[src/hdl/qac_pkg.sv]
`timescale 1ns / 1ps

package qac_pkg;

    localparam int FRAC_BITS = 15;
    localparam int DW        = 16;                 // component width
    localparam int SQW       = 2 * FRAC_BITS + 1;  // width of one square, unsigned Q1.30
    localparam int CURW      = SQW + 1;            // sum of three squares
    localparam int FACW      = 17;                 // Q1.16 factor, up to 1.0 inclusive
    localparam int FAC_FRAC  = 16;
    localparam int RW        = 2 * FACW + CURW + 1; // remainder / trial width
    localparam int PRW       = DW + FACW + 1;      // component times signed factor

    localparam logic [SQW-1:0]  ONE_SQ   = SQW'(1) << (2 * FRAC_BITS);
    localparam logic [FACW-1:0] FAC_UNIT = FACW'(1) << FAC_FRAC;
    localparam logic signed [DW-1:0] DW_MAX = {1'b0, {(DW-1){1'b1}}};
    localparam logic signed [DW-1:0] DW_MIN = {1'b1, {(DW-1){1'b0}}};

    typedef struct packed {
        logic signed [DW-1:0] scalar_part;
        logic signed [DW-1:0] vec_a;
        logic signed [DW-1:0] vec_b;
        logic signed [DW-1:0] vec_c;
        logic signed [DW-1:0] cos_half_limit;
    } qac_in_t;

    typedef struct packed {
        logic signed [DW-1:0] out_scalar;
        logic signed [DW-1:0] out_vec_a;
        logic signed [DW-1:0] out_vec_b;
        logic signed [DW-1:0] out_vec_c;
        logic                 clamped;
    } qac_out_t;

    // Item state while the scale factor is resolved bit by bit.
    typedef struct packed {
        logic signed [DW-1:0] scalar;
        logic signed [DW-1:0] va;
        logic signed [DW-1:0] vb;
        logic signed [DW-1:0] vc;
        logic                 clamped;
        logic                 en;
        logic [CURW-1:0]      cur;
        logic [RW-1:0]        rem;
        logic [RW-1:0]        fc;
        logic [FACW-1:0]      f;
    } qac_root_t;

endpackage

[src/hdl/qac_root_step.sv]
`timescale 1ns / 1ps

module qac_root_step
    import qac_pkg::*;
#(
    parameter int K = 0
)
(
    input  qac_root_t d,
    output qac_root_t q
);

    logic [RW-1:0] trial;

    // (f + 2^K)^2 * cur - f^2 * cur = 2^(K+1) * f * cur + 2^(2K) * cur
    always_comb
    begin
        trial = (d.fc << (K + 1)) + (RW'(d.cur) << (2 * K));
        q     = d;
        if (trial <= d.rem)
        begin
            q.rem = d.rem - trial;
            q.fc  = d.fc + (RW'(d.cur) << K);
            q.f   = d.f | (FACW'(1) << K);
        end
    end

endmodule

[config.mk]
export PLATFORM = sky130hd
export DESIGN_NAME = qac_root_step
export DESIGN_NICKNAME = d
export VERILOG_FILES = /design/src/hdl/qac_pkg.sv /design/src/hdl/qac_root_step.sv
export SDC_FILE = /design/constraint.sdc
export NUM_CORES = 1
export LEC_CHECK = 0
export ABC_AREA = 0
export ABC_CLOCK_PERIOD_IN_PS = 15750
export BUFFER_PORTS_ARGS = -buffer_cell sky130_fd_sc_hd__buf_2
export CORE_AREA = 2 2 193 195
export DETAILED_ROUTE_END_ITERATION = 7
export DIE_AREA = 0 0 195 197
export GPL_ROUTABILITY_DRIVEN = 0
export PLACE_DENSITY = 0.57
export SYNTH_ARGS = -nofsm -noshare
export SYNTH_HDL_FRONTEND = slang
export SYNTH_SLANG_ARGS = --single-unit
[constraint.sdc]
create_clock -name vclk -period 15.75
set_clock_uncertainty 0.2 [all_clocks]
set_input_delay 0.7875 -clock vclk [all_inputs]
set_output_delay 0.7875 -clock vclk [all_outputs]
set_load 0.1 [all_outputs]
**Word level (Yosys, flattened, before mapping)**

Cells that the tools add are included.

- Bits in registers: 0
- Output and inout bits: 249
- Word-level logic and storage cells: 5

- $add $sub $neg: 3
- Magnitude comparators: 1
- Mux-type cells: 1

Operator list:

| kind | count |
|---|---|
| $mux 151 | 1 |
| $add 67x32->67 | 2 |
| $le 67x67->1 | 1 |
| $sub 67x67->67 | 1 |

**Logic depth before layout (Yosys ltp)**

Gate-level depths: netlist of run 1.

- Word-level depth: 3
- Mapped depth: 28

**Worst setup path before layout of run 1**

OpenSTA, ideal clock, no wires.

- Kind: input to output
- From: input port d[17] in the netlist's numbering
- To: output port q[31] in the netlist's numbering
- Arrival: 7.642 ns
- Data required time: 14.763 ns
- Path slack: 7.121 ns
- Cell stages on the path: 25
- Buffers on the path: 4
- Cells stage by stage: ha_1 inv_1 fa_1 nand2b_1 a211oi_1 o41a_1 o31ai_1 o311ai_0 a31oi_1 o21ai_0 nand2_1 buf_2 nor2_1 xnor2_1 ha_1 clkbuf_1 nand4_1 or3_1 nor4_1 a41o_1 a21oi_1 a21boi_2 buf_6 buf_2 o31ai_1

RTL lines:

| item | RTL line | text |
|---|---|---|
| from (decl) | qac_root_step.sv:9 | `input qac_root_t d,` |
| to (decl) | qac_root_step.sv:10 | `output qac_root_t q` |

==> impl_metrics.py, run 1 <==
metrics = {
    "routing": {
        "post-route-drc-count": 0,
        "drtAntennaViolNets": 0,
        "dr.pass1.iters": 5,
        "num_vias": 12100,
        "routed_via_density": 5.39,
        "wirelength_mm": 40.8,
        "first_iter_violations": 580,
        "wire_per_inst_um": 18.2,
    },
    "yosys": {
        "synth_nets": 2001,
        "postSynthCellCount": 1619,
        "yosysWarnings": 0,
        "syn_avg_cell_area_um2": 6.52,
        "yosysUniqueCellTypes": 71,
        "synth_area_um2": 10600,
        "yosysSeqAreaShare_pct": 0,
    },
    "cells_and_area": {
        "fin_nets": 2151,
        "syn_to_final_growth_pct": 10.5,
        "regArea_um2": 0,
        "nFlopsAndLatches": 0,
        "drive_above_1_share_pct": 20.4,
        "stdcell_count": 2238,
        "nClkBuffers": 0,
        "fin_area_um2": 11700,
    },
    "power_and_ir_drop": {
        "p_seq_share_pct": 0,
        "leakage_nw": 5.62,
        "p_int_w": 0.000270,
        "powerDensity_nw_per_um2": 97.7,
        "sw_frac_of_total_pct": 76.3,
        "peakVddDrop_v": 0.0000838,
        "switchingPower_w": 0.000870,
        "power_frac_comb_pct": 100.0,
        "p_clk_share_pct": 0,
    },
    "timing": {
        "clock.fmax_mhz": 106,
        "slew_headroom_pct": 17.7,
        "min_period_ns": 9.47,
        "setup_tns_ns": 0,
        "period_share_pct": 60.1,
        "hold_viol_final": 0,
        "rsz0062_at_grt": "false",
        "maxSlewViolCount": 0,
        "tightest_slew_ns": 1.23,
        "setup_viol": 0,
    },
    "clocking": {
        "cts_resized": 0,
        "ctsHoldBuffers": 0,
        "cts_setup_buffers": 0,
    },
    "placement": {
        "hpwlAfterDp_mm": 35.2,
        "port_buffers": 334,
        "place_inst": 2235,
        "dpl_cell_area_um2": 11700,
    },
    "die": {
        "core_area_um2": 36300,
        "design.die.area_um2": 38400,
        "start_util_pct": 29.1,
        "die_y_um": 197,
        "row_count": 70,
        "io_pins": 498,
        "die_w_um": 195,
    },
    "global_routing": {
        "grt_usage_pct": 20.0,
        "antenna_found_initial": 4,
        "grt_max_degree": 138,
        "grt_pass1_vias": 11600,
        "grt_pass1_wl_mm": 62.7,
        "overflow": 0,
    },
    "min_path": {
        "whs_path_depth": 0,
        "hold-path-endpoint": "q[190]",
        "hp-start": "d[190]",
        "hold_path_class": "in -> out",
    },
    "critical_path": {
        "crit_fanout": 137,
        "cp-end-kind": "output port",
        "startpoint": "d[152]",
        "arrival_ns": 8.48,
        "cp_data_required_time_ns": 14.76,
        "worst-setup-path-type": "in -> out",
        "startpoint_type": "primary input",
    },
    "flow_run": {
        "maxCapViolCount": 0,
    },
    "outcome": {
        "status": "completed",
    },
}
## routing by layer
metal / GRT usage [%] / wire (µm) / up-vias / share of wire, %
met4: 3.87 / 773 / 4 / 1.9
li1: - / - / 6045 / -
met2: 34.3 / 18900 / 440 / 46
met1: 26.7 / 18300 / 5499 / 45
met5: 0 / 26 / - / 0.064
met3: 2.82 / 2750 / 70 / 6.7
## worst max-delay path by stage
| stage | end | slack, ns | cells after the start |
|---|---|---|---|
| final | q[96] | 6.28 | 27 |
| after global placement | q[105] | 6.51 | 26 |
| after CTS | q[105] | 6.34 | 27 |
| after global routing | q[96] | 5.50 | 27 |
| after floorplan | q[31] | 7.12 | 25 |
| after detailed placement | q[105] | 6.38 | 27 |
## layout make-up
class              instances  area, µm²
well taps                468        586
repair buffers           339       1710
diodes                     3       7.51
inverters                 43        161
multi-input cells       1385       9210
fillers                 4088      24600
## metrics by stage
step | util (%) | total power (W) | hold slack [ns] | worst slack (ns)
after global routing | 32.2 | 0.00121 | 1.38 | 5.50
after CTS | 32.2 | 0.00114 | 1.38 | 6.34
final | 32.2 | 0.00114 | 1.38 | 6.28
after floorplan | - | 0.00101 | 1.59 | 7.12
after global placement | 32.2 | 0.00113 | 1.38 | 6.51
after detailed placement | 32.2 | 0.00114 | 1.38 | 6.38
## cell usage after synthesis, types with 5 or more instances
cell type,count,area [µm²]
clkbuf_1,56,210
a2111oi_0,6,52.6
a21oi_1,145,726
nor3_1,36,180
nor3b_1,5,37.5
nor2_1,107,402
o22ai_1,8,50.1
nand4_1,42,263
o31ai_1,14,105
o31a_1,5,43.8
and4_1,7,61.3
xor2_1,93,815
buf_4,123,923
and2_1,6,37.5
nand3_1,39,195
or2_2,7,43.8
nor4_1,9,56.3
or3_1,6,37.5
o211ai_1,11,82.6
and3_1,29,181
ha_1,130,1630
o21ai_0,139,696
nor2b_1,9,56.3
xnor2_1,95,832
buf_2,9,45.0
nand2b_1,14,87.6
o21bai_1,25,188
a21o_1,84,631
a21boi_0,5,37.5
a211oi_1,16,120
a31oi_1,14,87.6
o21a_1,14,105
inv_1,43,161
nand2_1,207,777
## cells by family (layout without fill, tap and decap cells)
group           after synthesis  in the layout  share of synthesized area [%]
compound gates              531            531                           31.9
xor+xnor                    188            188                           15.6
fa+ha+maj                   133            133                           16.0
buf+inv                     234            382                           12.9
other cells                   0              3                              0
simple gates                533            533                           23.6
## power groups by stage
stage          Combinational (W)        Clock [W]  Sequential (W)
3_3_place_gp             0.00113                0               0
6_report                 0.00114  0.0000000000255               0
2_1_floorplan            0.00101                0               0
3_5_place_dp             0.00114                0               0
5_1_grt                  0.00121  0.0000000000170               0
4_1_cts                  0.00114                0               0
## critical path, stage by stage
cell	delay, ns
buf_2	0.13
ha_1	0.18
inv_1	0.06
fa_1	0.39
nand2b_1	0.20
a211oi_1	0.32
o41a_1	0.24
o31ai_1	0.09
buf_4	0.17
o311ai_0	0.47
a31oi_1	0.24
o21ai_0	0.31
nand2_1	0.48
nor2_1	0.27
xnor2_1	0.14
ha_1	0.33
nand2_1	0.15
o211ai_1	0.12
a2111oi_0	0.66
nor3_1	0.11
nor3_1	0.35
o41ai_4	0.22
a21boi_4	0.20
buf_4	0.82
nand2_1	0.15
o21ai_0	0.20
buf_2	0.51
## placed cells by master, fill, tap and decap left out, types with 43 or more instances in the layout
cell type	instances
a21o_1	84
a21oi_1	145
buf_2	334
ha_1	130
inv_1	43
nand2_1	207
nor2_1	107
o21ai_0	139
xnor2_1	95
xor2_1	93
Note: power is estimated with default switching activity, not from simulation.
==> inputs of run 2 (changes only) <==
Settings changed: ABC_AREA 0 to 1, ABC_CLOCK_PERIOD_IN_PS 15750 to 9900, CORE_AREA 2 2 193 195 to not set, CORE_UTILIZATION set to 35, DIE_AREA 0 0 195 197 to not set, PLACE_DENSITY 0.57 to 0.62.
Clock period 15.75 ns to 9.9 ns, I/O delays scaled along.
==> impl_metrics.py, run 2 <==
metrics = {
    "timing": {
        "holdWs_ns": 0.790,
        "rsz0062_at_grt": "false",
        "setup_viol": 0,
        "min_period_ns": 7.55,
        "slew_headroom_pct": 36.2,
        "maxSlewViolCount": 0,
        "hold_viol_final": 0,
        "tightest_slew_ns": 0.948,
        "setup_tns_ns": 0,
        "period_share_pct": 76.2,
        "clock.fmax_mhz": 133,
    },
    "power_and_ir_drop": {
        "power_frac_comb_pct": 100.0,
        "p_total_w": 0.00221,
        "p_clk_share_pct": 0,
        "leakage_nw": 9.92,
        "switchingPower_w": 0.00176,
        "p_seq_share_pct": 0,
        "sw_frac_of_total_pct": 79.7,
        "peakVddDrop_v": 0.000121,
        "powerDensity_nw_per_um2": 136,
        "p_int_w": 0.000450,
    },
    "global_routing": {
        "grt_usage_pct": 31.3,
        "grt_max_degree": 84,
        "antenna_found_initial": 2,
        "overflow": 0,
        "grt_pass1_wl_mm": 106,
        "grt_pass1_vias": 18900,
    },
    "outcome": {
        "failed_checks": "DRC",
        "status": "complete, but fails checks",
    },
    "critical_path": {
        "cpMaxStageDelayCell": "buf_4",
        "worst-setup-path-type": "in -> out",
        "crit_top_cell": "nand2_1",
        "arrival_ns": 6.85,
        "crit_fanout": 68,
        "max_stage_delay_ns": 0.65,
        "cp-end-kind": "output port",
        "cp_data_required_time_ns": 9.21,
        "startpoint_type": "primary input",
    },
    "placement": {
        "dpl_cell_area_um2": 16300,
        "port_buffers": 334,
        "hpwlAfterDp_mm": 62.8,
    },
    "yosys": {
        "yosysUniqueCellTypes": 40,
        "synthTopCellsByCount": "nand2_1 (1345), inv_1 (480), nor2_1 (273), nand3_1 (184), a21oi_1 (161)",
        "yosys.area.top_type_share_pct": 33.5,
        "yosys.cell_count.top_type": "nand2_1",
        "postSynthCellCount": 3121,
        "synth_area_leader_cell": "nand2_1",
        "yosysWarnings": 0,
        "synth_area_leaders": "nand2_1 (33%), inv_1 (12%), ha_1 (11%), nor2_1 (6.8%), nand3_1 (6.1%)",
        "synth_area_um2": 15100,
        "yosysSeqAreaShare_pct": 0,
        "synth_nets": 3503,
        "syn_avg_cell_area_um2": 4.83,
    },
    "flow_run": {
        "maxCapViolCount": 0,
    },
    "routing": {
        "routed_via_density": 5.30,
        "wirelength_mm": 71.3,
        "wire_per_inst_um": 18.5,
        "num_vias": 20400,
        "dr.pass1.iters": 8,
        "drtAntennaViolNets": 0,
        "post-route-drc-count": 9,
        "first_iter_violations": 2320,
    },
    "clocking": {
        "cts_resized": 0,
        "cts_setup_buffers": 0,
        "ctsHoldBuffers": 0,
    },
    "min_path": {
        "hp-start": "d[192]",
        "hold_path_class": "in -> out",
        "whs_path_depth": 0,
        "hold-path-endpoint": "q[192]",
    },
    "cells_and_area": {
        "nFlopsAndLatches": 0,
        "regArea_um2": 0,
        "layout_commonest_cell": "nand2_1",
        "drive_above_1_share_pct": 11.3,
        "layout_common_cells": "nand2_1 (1345), inv_1 (480), buf_2 (334), nor2_1 (273), nand3_1 (184)",
        "fin_area_um2": 16300,
        "nFillCells": 5081,
        "nClkBuffers": 0,
        "syn_to_final_growth_pct": 8.16,
        "fin_nets": 3694,
    },
    "die": {
        "design.die.area_um2": 43900,
        "die_w_um": 210,
        "core_area_um2": 42200,
        "start_util_pct": 35.7,
        "io_pins": 498,
        "row_count": 75,
        "die_y_um": 210,
    },
}
run 2: logic make-up (layout without fill, tap and decap cells):
kind of cell,Yosys count,in the layout,share of synthesized area [%]
AO/OA/AOI/OAI,291,291,10.2
XOR/XNOR,109,109,6.33
adder cells (fa/ha/maj),133,133,11.2
buffers and inverters,641,830,19.8
other,0,1,0
AND/OR/NAND/NOR,1947,1947,52.5
run 2: worst max-delay path: cells and delay by family:
| family | cells | cell delay [ns] |
|---|---|---|
| compound gates | 2 | 0.52 |
| fa+ha+maj | 3 | 1.08 |
| buf+inv | 7 | 2.05 |
| simple gates | 18 | 2.55 |
run 2: layout make-up:
cell class / count / area (µm²) / share of cell area, %
timing repair buffer: 337 / 1690 / 10.4
antenna: 1 / 2.50 / 0.0153
tap: 539 / 674 / 4.13
multi-input combinational: 2480 / 12100 / 74.1
inverter: 493 / 1850 / 11.4
run 2: metrics by stage:
step	utilization (%)	worst slack, ns	instances
2_1_floorplan	-	3.58	3121
3_3_place_gp	38.6	2.57	3849
3_5_place_dp	38.6	2.48	3849
4_1_cts	38.6	2.47	3849
5_1_grt	38.6	1.95	3850
6_report	38.6	2.35	3850
run 2: routing by layer:
metal	GRT usage, %	wire, µm	up-vias
met2	50.0	30100	1267
met1	40.6	29000	8892
li1	-	-	9989
met4	15.2	4250	2
met3	5.25	7960	242
met5	0	13	-
run 2: worst max-delay path by stage:
stage | start | endpoint | slack (ns) | cells past startpoint
6_report | d[152] | q[144] | 2.35 | 30
5_1_grt | d[152] | q[60] | 1.95 | 30
4_1_cts | d[152] | q[145] | 2.47 | 30
3_5_place_dp | d[152] | q[145] | 2.48 | 30
3_3_place_gp | d[152] | q[145] | 2.57 | 30
2_1_floorplan | d[17] | q[18] | 3.58 | 26
run 2: power by group through the flow:
| stage | sequential [W] | clock [W] | combinational, W |
|---|---|---|---|
| floorplan | 0 | 0 | 0.00185 |
| global placement | 0 | 0 | 0.00218 |
| detailed placement | 0 | 0 | 0.00217 |
| CTS | 0 | 0 | 0.00218 |
| global route | 0 | 0.0000000000135 | 0.00235 |
| finish | 0 | 0.0000000000135 | 0.00221 |
